`config.mk`:
```
export PLATFORM = sky130hd
export DESIGN_NAME = bakery_ticket_arbiter
export DESIGN_NICKNAME = d
export VERILOG_FILES = /design/src/rtl/bta_pkg.sv /design/src/rtl/bta_cell.sv /design/src/rtl/bakery_ticket_arbiter.sv
export SDC_FILE = /design/constraint.sdc
export NUM_CORES = 2
export LEC_CHECK = 0
export CAP_MARGIN = 20
export CORE_MARGIN = 1.5
export CORE_UTILIZATION = 40
export CTS_CLUSTER_SIZE = 24
export DETAILED_ROUTE_END_ITERATION = 7
export DONT_BUFFER_PORTS = 1
export PLACE_DENSITY = 0.61
export SLEW_MARGIN = 20
export SYNTH_ARGS = -nofsm -noshare
export SYNTH_HDL_FRONTEND = slang
export SYNTH_HIERARCHICAL = 1
export SYNTH_SLANG_ARGS = --single-unit
```
`constraint.sdc`:
```
create_clock -name clk -period 5 [get_ports clk]
set_input_delay 0.75 -clock clk [delete_from_list [all_inputs] [get_ports clk]]
set_output_delay 0.75 -clock clk [all_outputs]
set_load 0.005 [all_outputs]
```
`src/rtl/bta_pkg.sv`:
```
// Shared types and constants for the bakery ticket arbiter.
// Used by bta_cell, bakery_ticket_arbiter and the testbench; depends on nothing.
package bta_pkg;

	localparam int NUM_CLIENTS  = 8;
	localparam int TICKET_BITS  = 16;
	localparam int IDX_BITS     = (NUM_CLIENTS > 1) ? $clog2(NUM_CLIENTS) : 1;
	localparam int CNT_BITS     = $clog2(NUM_CLIENTS + 1);
	localparam int CFG_BITS     = 4;
	localparam int CLIENT_W     = 3;
	localparam int ASSIGNED_W   = 16;
	localparam int STATUS_W     = 2;
	localparam int OUT_W        = 1 + CLIENT_W + ASSIGNED_W + STATUS_W;
	localparam int OUT_BYTES_W  = ((OUT_W + 7) / 8) * 8;
	localparam int IN_BYTES_W   = ((CLIENT_W + 7) / 8) * 8;

	localparam logic [TICKET_BITS-1:0] TICKET_MAX = {TICKET_BITS{1'b1}};

	localparam logic [STATUS_W-1:0] ST_OK        = 2'd0;
	localparam logic [STATUS_W-1:0] ST_REDUNDANT = 2'd1;
	localparam logic [STATUS_W-1:0] ST_NO_TICKET = 2'd2;
	localparam logic [STATUS_W-1:0] ST_SATURATED = 2'd3;

	localparam logic ACT_REQUEST = 1'b0;
	localparam logic ACT_RELEASE = 1'b1;

	// Record that walks down the chain of cells during one scan.
	typedef struct packed {
		logic                   vld;
		logic [CLIENT_W-1:0]    client;
		logic [TICKET_BITS-1:0] top;
		logic                   best_vld;
		logic [TICKET_BITS-1:0] best_t;
		logic [IDX_BITS-1:0]    best_idx;
		logic [TICKET_BITS-1:0] own_t;
	} scan_t;

	// Ticket write broadcast to all cells at the end of a scan.
	typedef struct packed {
		logic                   en;
		logic [IDX_BITS-1:0]    idx;
		logic [TICKET_BITS-1:0] value;
	} wr_t;

	typedef enum logic [1:0] {
		S_IDLE,
		S_SCAN,
		S_DONE
	} state_t;

endpackage

```
`src/rtl/bta_cell.sv`:
```
// One cell of the ticket chain: holds one client's ticket and folds it into
// the scan record handed on from its left neighbor. Depends on bta_pkg.
module bta_cell (
	input  logic                          clk,
	input  logic                          arst_n,
	input  logic [bta_pkg::IDX_BITS-1:0]  idx,
	input  logic [bta_pkg::CNT_BITS-1:0]  count,
	input  bta_pkg::scan_t                rin,
	input  bta_pkg::wr_t                  wr,
	output bta_pkg::scan_t                rout
);
	import bta_pkg::*;

	logic [TICKET_BITS-1:0] ticket_q;
	logic                   part;
	logic                   is_cli;
	scan_t                  nxt;
	scan_t                  rout_q;

	always_ff @(posedge clk or negedge arst_n) begin
		if (!arst_n) begin
			ticket_q <= '0;
		end else if (wr.en && wr.idx == idx) begin
			ticket_q <= wr.value;
		end
	end

	always_comb begin
		part   = 32'(idx) < 32'(count);
		is_cli = 32'(rin.client) == 32'(idx);
		nxt    = rin;
		if (part) begin
			if (ticket_q > rin.top) begin
				nxt.top = ticket_q;
			end
			// The issuing client is left out of the grant search here; its new
			// ticket is weighed once the record reaches the controller.
			if (is_cli) begin
				nxt.own_t = ticket_q;
			end else if (ticket_q != '0 && (!rin.best_vld || ticket_q < rin.best_t)) begin
				nxt.best_vld = 1'b1;
				nxt.best_t   = ticket_q;
				nxt.best_idx = idx;
			end
		end
	end

	always_ff @(posedge clk or negedge arst_n) begin
		if (!arst_n) begin
			rout_q <= '0;
		end else begin
			rout_q.vld <= rin.vld;
			if (rin.vld) begin
				rout_q.client   <= nxt.client;
				rout_q.top      <= nxt.top;
				rout_q.best_vld <= nxt.best_vld;
				rout_q.best_t   <= nxt.best_t;
				rout_q.best_idx <= nxt.best_idx;
				rout_q.own_t    <= nxt.own_t;
			end
		end
	end

	assign rout = rout_q;

endmodule

```
`src/rtl/bakery_ticket_arbiter.sv`:
```
// Top level of the bakery ticket arbiter: stream ports, control sequencer
// and the chain of bta_cell ticket cells. Depends on bta_pkg and bta_cell.
//
//  channel  | signals                          | carries
//  ---------+----------------------------------+-------------------------------
//  s_       | s_tvalid s_tready s_tdata s_tuser | one lock event per transfer
//  m_       | m_tvalid m_tready m_tdata        | grant and status per event
//  cfg_     | cfg_we cfg_wdata                 | active_clients register
//
// For each event the scan record steps through one cell per cycle, then the
// done state writes the ticket back and loads the result once that register is free.
// A new event is taken only while the sequencer is idle; the result register
// lets the next event start while a result still waits on m_tready.
// Reset clears all tickets at once and sets active_clients to 8.
module bakery_ticket_arbiter (
	input  logic                               clk,
	input  logic                               arst_n,
	input  logic                               s_tvalid,
	output logic                               s_tready,
	input  logic [bta_pkg::IN_BYTES_W-1:0]     s_tdata,  // client
	input  logic                               s_tuser,  // action
	output logic                               m_tvalid,
	input  logic                               m_tready,
	// grant_valid, grant_client, assigned_ticket, status, zero fill
	output logic [bta_pkg::OUT_BYTES_W-1:0]    m_tdata,
	input  logic                               cfg_we,
	input  logic [bta_pkg::CFG_BITS-1:0]       cfg_wdata
);
	import bta_pkg::*;

	state_t                 state_q, state_d;
	logic [CFG_BITS-1:0]    active_q;
	logic [CNT_BITS-1:0]    eff;
	logic                   action_q;
	scan_t                  chain [NUM_CLIENTS+1];
	scan_t                  final_q;
	wr_t                    wr;
	logic                   accept;
	logic                   load_out;
	logic                   out_vld_q;
	logic [OUT_BYTES_W-1:0] out_data_q;

	logic                   cli_active;
	logic [TICKET_BITS-1:0] new_t;
	logic [STATUS_W-1:0]    status;
	logic [TICKET_BITS-1:0] cand;
	logic                   g_vld;
	logic [CLIENT_W-1:0]    g_cli;
	logic [ASSIGNED_W-1:0]  assigned;
	logic [OUT_W-1:0]       packed_out;

	always_ff @(posedge clk or negedge arst_n) begin
		if (!arst_n) begin
			active_q <= CFG_BITS'(8);
		end else if (cfg_we) begin
			active_q <= cfg_wdata;
		end
	end

	always_comb begin
		if (active_q == '0) begin
			eff = CNT_BITS'(1);
		end else if (32'(active_q) > NUM_CLIENTS) begin
			eff = CNT_BITS'(NUM_CLIENTS);
		end else begin
			eff = CNT_BITS'(active_q);
		end
	end

	assign accept = s_tvalid && s_tready;

	always_comb begin
		chain[0]          = '0;
		chain[0].vld      = accept;
		chain[0].client   = s_tdata[CLIENT_W-1:0];
	end

	for (genvar k = 0; k < NUM_CLIENTS; k++) begin : g_cell
		bta_cell u_cell (
			.clk    (clk),
			.arst_n (arst_n),
			.idx    (IDX_BITS'(k)),
			.count  (eff),
			.rin    (chain[k]),
			.wr     (wr),
			.rout   (chain[k+1])
		);
	end

	always_ff @(posedge clk) begin
		if (accept) begin
			action_q <= s_tuser;
		end
		if (chain[NUM_CLIENTS].vld) begin
			final_q <= chain[NUM_CLIENTS];
		end
	end

	always_ff @(posedge clk or negedge arst_n) begin
		if (!arst_n) begin
			state_q <= S_IDLE;
		end else begin
			state_q <= state_d;
		end
	end

	always_comb begin
		state_d  = state_q;
		s_tready = 1'b0;
		load_out = 1'b0;
		case (state_q)
			S_IDLE: begin
				s_tready = 1'b1;
				if (s_tvalid) begin
					state_d = S_SCAN;
				end
			end
			S_SCAN: begin
				if (chain[NUM_CLIENTS].vld) begin
					state_d = S_DONE;
				end
			end
			S_DONE: begin
				if (!out_vld_q || m_tready) begin
					load_out = 1'b1;
					state_d  = S_IDLE;
				end
			end
			default: begin
				state_d = S_IDLE;
			end
		endcase
	end

	// Outcome of the event, from the finished scan record.
	always_comb begin
		cli_active = 32'(final_q.client) < 32'(eff);
		new_t      = final_q.own_t;
		status     = ST_OK;
		wr.en      = 1'b0;
		wr.idx     = IDX_BITS'(final_q.client);
		wr.value   = '0;
		if (cli_active) begin
			if (action_q == ACT_REQUEST) begin
				if (final_q.own_t != '0) begin
					status = ST_REDUNDANT;
				end else if (final_q.top == TICKET_MAX) begin
					new_t  = TICKET_MAX;
					status = ST_SATURATED;
					wr.en  = load_out;
				end else begin
					new_t  = TICKET_BITS'(final_q.top + 1'b1);
					wr.en  = load_out;
				end
			end else begin
				if (final_q.own_t == '0) begin
					status = ST_NO_TICKET;
				end
				new_t = '0;
				wr.en = load_out;
			end
		end
		wr.value = new_t;
		cand     = cli_active ? new_t : '0;
		assigned = cli_active ? ASSIGNED_W'(new_t) : '0;

		// The issuing client was kept out of the chain search; weigh it now.
		if (cand != '0 && (!final_q.best_vld || cand < final_q.best_t ||
				(cand == final_q.best_t && 32'(final_q.client) < 32'(final_q.best_idx)))) begin
			g_vld = 1'b1;
			g_cli = final_q.client;
		end else if (final_q.best_vld) begin
			g_vld = 1'b1;
			g_cli = CLIENT_W'(final_q.best_idx);
		end else begin
			g_vld = 1'b0;
			g_cli = '0;
		end
		packed_out = {status, assigned, g_cli, g_vld};
	end

	always_ff @(posedge clk or negedge arst_n) begin
		if (!arst_n) begin
			out_vld_q <= 1'b0;
		end else if (load_out) begin
			out_vld_q <= 1'b1;
		end else if (m_tready) begin
			out_vld_q <= 1'b0;
		end
	end

	always_ff @(posedge clk) begin
		if (load_out) begin
			out_data_q <= OUT_BYTES_W'(packed_out);
		end
	end

	assign m_tvalid = out_vld_q;
	assign m_tdata  = out_data_q;

endmodule

```
==> metrics.cfg <==
[layout]
area_growth_pct=10.0
fillCellCount=9117
drive_gt1_frac=0.134
nNetsFinal=4207
design_area_um2=42000
fin_util=0.443
multiInputGateArea_um2=19400
ff_latch_area_um2=16900
instances_no_fill=5227

[clock_tree]
cts_tree=built
clockBufferDepth=3
clock-sinks=661
clk_latency_ns=0.64
cts_resized=0
ctsRootBufferMaster=clkbuf_16
clk_pin_slew_ns=0.06
post_cts_buffers=0
h-tree-depth=3
cts_buffers=73

[setup_path]
crit_slowest_cell=nor3_1
crit_path_end=g_cell[2].u_cell/ticket_q[15]$_DFFE_PN0P_
r2r_cells=8
startpoint=final_q[2]$_DFFE_PP_
endpoint_kind=register
start_kind=register
slowest_delay_ns=0.87
crit_fanout=16
critical_path_class=reg2reg
cp.required_ns=5.51
crit_top_cell=nor3_1
crit_chain=nor4_1 -> nand2_1 -> nor3_1 -> o22ai_1 -> nor3_1 -> nand4_1 -> buf_4 -> mux2_2
reg2reg_slack_ns=0.92
timing.rr.start=final_q[2]$_DFFE_PP_
arrival_ns=4.59
rr_endpoint=g_cell[2].u_cell/ticket_q[15]$_DFFE_PN0P_

[place]
dp_cells=5092
place_congestion=0.872
pre_cts_ws_ns=0.951
dpl.hpwl_um=79800
io_buffer_count=0
place_area_um2=39500

[floorplan]
rows=113
die-area_um2=97200
core_area_um2=94700
die_h_um=312
ios=44
initial_utilization=0.403
die_x_um=312

[flow_run]
maxCapViolCount=0

[run_status]
outcome=complete, but fails checks
violations=hold timing

[logic_synthesis]
synthFlopType=dfrtp_1
synth-simple-area-share=0.102
yosys_warnings=6
netlist-cell-type-count=78
synthXorXnorAreaFrac=0.0129
syn_area_um2=38200
yosysMostFrequentCell=dfrtp_1
netlist_top_cells_area=dfrtp_1 38%, ha_1 9.3%, edfxtp_1 6.1%, nor2_1 5.2%, a21oi_1 5.1%
synth_adder_area_share=0.0935
yosysTopAreaCell=dfrtp_1
yosysSeqAreaShare=0.444
syn_inst=3810
synth.area.mux_share=0.0852
synth-seq-cells=661
synth_top_area_frac=0.382
post_synth.cell_area_avg_um2=10.0
synth_common_cells=582 x dfrtp_1, 532 x nor2_1, 387 x a21oi_1
synthArstFlopShare=0.882
synth_compound_area_frac=0.197
synth_top_family_by_area=compound AO/OA/AOI/OAI gates
synth_edf_count=78

[sta]
finalCritPeriodShare=0.817
rsz0062_at_grt=no
final-setup-viol-count=0
fin_crit_ns=4.08
finalHoldViolCount=79
fmax_mhz=245
timing.final.ws_setup_ns=0.915
tightest_slew_ns=1.49
whs_ns=-0.180
final.setup.tns_ns=0
skew_ns=0.0255
drv_slew=0
slew_headroom=0.00855

[power_and_ir_drop]
p_per_area_nw_per_um2=532
p_leak_nw=20.3
ir_drop_mv=0.337
power_mw=22.3

[worst_hold_path]
hp-class=in2async

[global_routing]
antenna_found_initial=3
grt_max_degree=584
grtUsageTotal=0.233
grt_pass1_vias=27605
grt_overflow=0
grt_pass1_wl_um=174000

[route]
drt_iter0_markers=2925
first_pass_iters=8
vias=29497
ant_nets=0
via_per_inst=5.64
wire_per_inst_um=21.9
remaining_drc_errors=0
wirelength_um=114000

-- layer usage --
| metal | GRT usage | wire, um | up-vias |
|---|---|---|---|
| met4 | 0.119 | 6060 | 0 |
| met3 | 0.0333 | 7150 | 237 |
| met2 | 0.354 | 50900 | 948 |
| met5 | 0 | 0 | - |
| met1 | 0.322 | 50300 | 14411 |
| li1 | - | - | 13901 |
-- placed cells by master (no fill, tap or decap), types with 10 or more instances in the layout --
cell type  Yosys  final
dfrtp_1      582    574
nor2_1       532    530
a21oi_1      387    387
inv_1        337    337
ha_1         285    285
a31oi_1      254    254
conb_1         2    187
mux2_2       157    157
mux2i_1      148    148
o221a_2      118    118
nand2_1      109    109
o21ai_0       89     89
edfxtp_1      78     78
clkbuf_16      0     75
o21ai_1       63     63
xnor2_1       50     50
nor4_1        39     39
nand4_1       36     36
buf_4         20     36
o221a_1       34     34
nand3_1       25     25
nor3_1        23     23
nand2b_1      20     20
a21o_1        20     19
a211oi_2      15     15
clkinv_2       0     15
clkbuf_1     116     13
clkbuf_8       0     13
or2_2         10     10
o21a_1        10     10
clkinv_1       7     10
-- flip-flops by register name (all words and copies together) (netlist names) --
register	cells
g_cell.u_cell/rout	448
g_cell.u_cell/ticket_q	128
final_q	55
m_tdata	22
active_q	4
state_q	2
action_q	1
m_tvalid	1
-- worst min-delay path by stage --
stage	start	endpoint	slack, ns	cells past startpoint
finish	arst_n	g_cell[7].u_cell/rout[40]$_DFFE_PN0P_	-0.18	0
global route	arst_n	g_cell[7].u_cell/rout[40]$_DFFE_PN0P_	-0.20	0
CTS	arst_n	g_cell[7].u_cell/rout[40]$_DFFE_PN0P_	-0.19	0
detailed placement	g_cell[7].u_cell/rout[11]$_DFFE_PN0P_	final_q[11]$_DFFE_PP_	0.43	0
global placement	g_cell[7].u_cell/rout[4]$_DFFE_PN0P_	final_q[4]$_DFFE_PP_	0.43	0
floorplan	g_cell[6].u_cell/rout[55]$_DFF_PN0_	g_cell[7].u_cell/rout[55]$_DFF_PN0_	0.35	0
-- power by group --
part	internal, mW	switching (mW)	total, mW
clock network	3.22	2.32	5.54
logic	3.00	4.40	7.40
registers	7.33	2.06	9.38
-- layout make-up --
cell class / count / share of cell area
diodes: 1 / 0.0000596
clock buffers: 101 / 0.0501
clock inverters: 31 / 0.00787
inverters: 344 / 0.0308
multi-input cells: 2787 / 0.463
flip-flops and latches: 661 / 0.404
well taps: 1265 / 0.0377
repair buffers: 37 / 0.00671
-- cell families (layout without fill, tap and decap cells) --
| group | count (synthesis) | after routing |
|---|---|---|
| adder cells (fa/ha/maj) | 285 | 285 |
| AND/OR/NAND/NOR | 858 | 858 |
| buffers and inverters | 547 | 513 |
| other | 2 | 188 |
| multiplexers | 305 | 305 |
| AO/OA/AOI/OAI | 1096 | 1096 |
| XOR/XNOR | 56 | 56 |
| flip-flops | 661 | 661 |
-- worst max-delay path: cells and delay by family (launching register included) --
kind | cells | cell delay [ns]
buf+inv | 1 | 0.30
flops | 1 | 0.41
compound gates | 1 | 0.43
simple gates | 5 | 2.50
mux | 1 | 0.30
(Power assumes the default switching activity.)
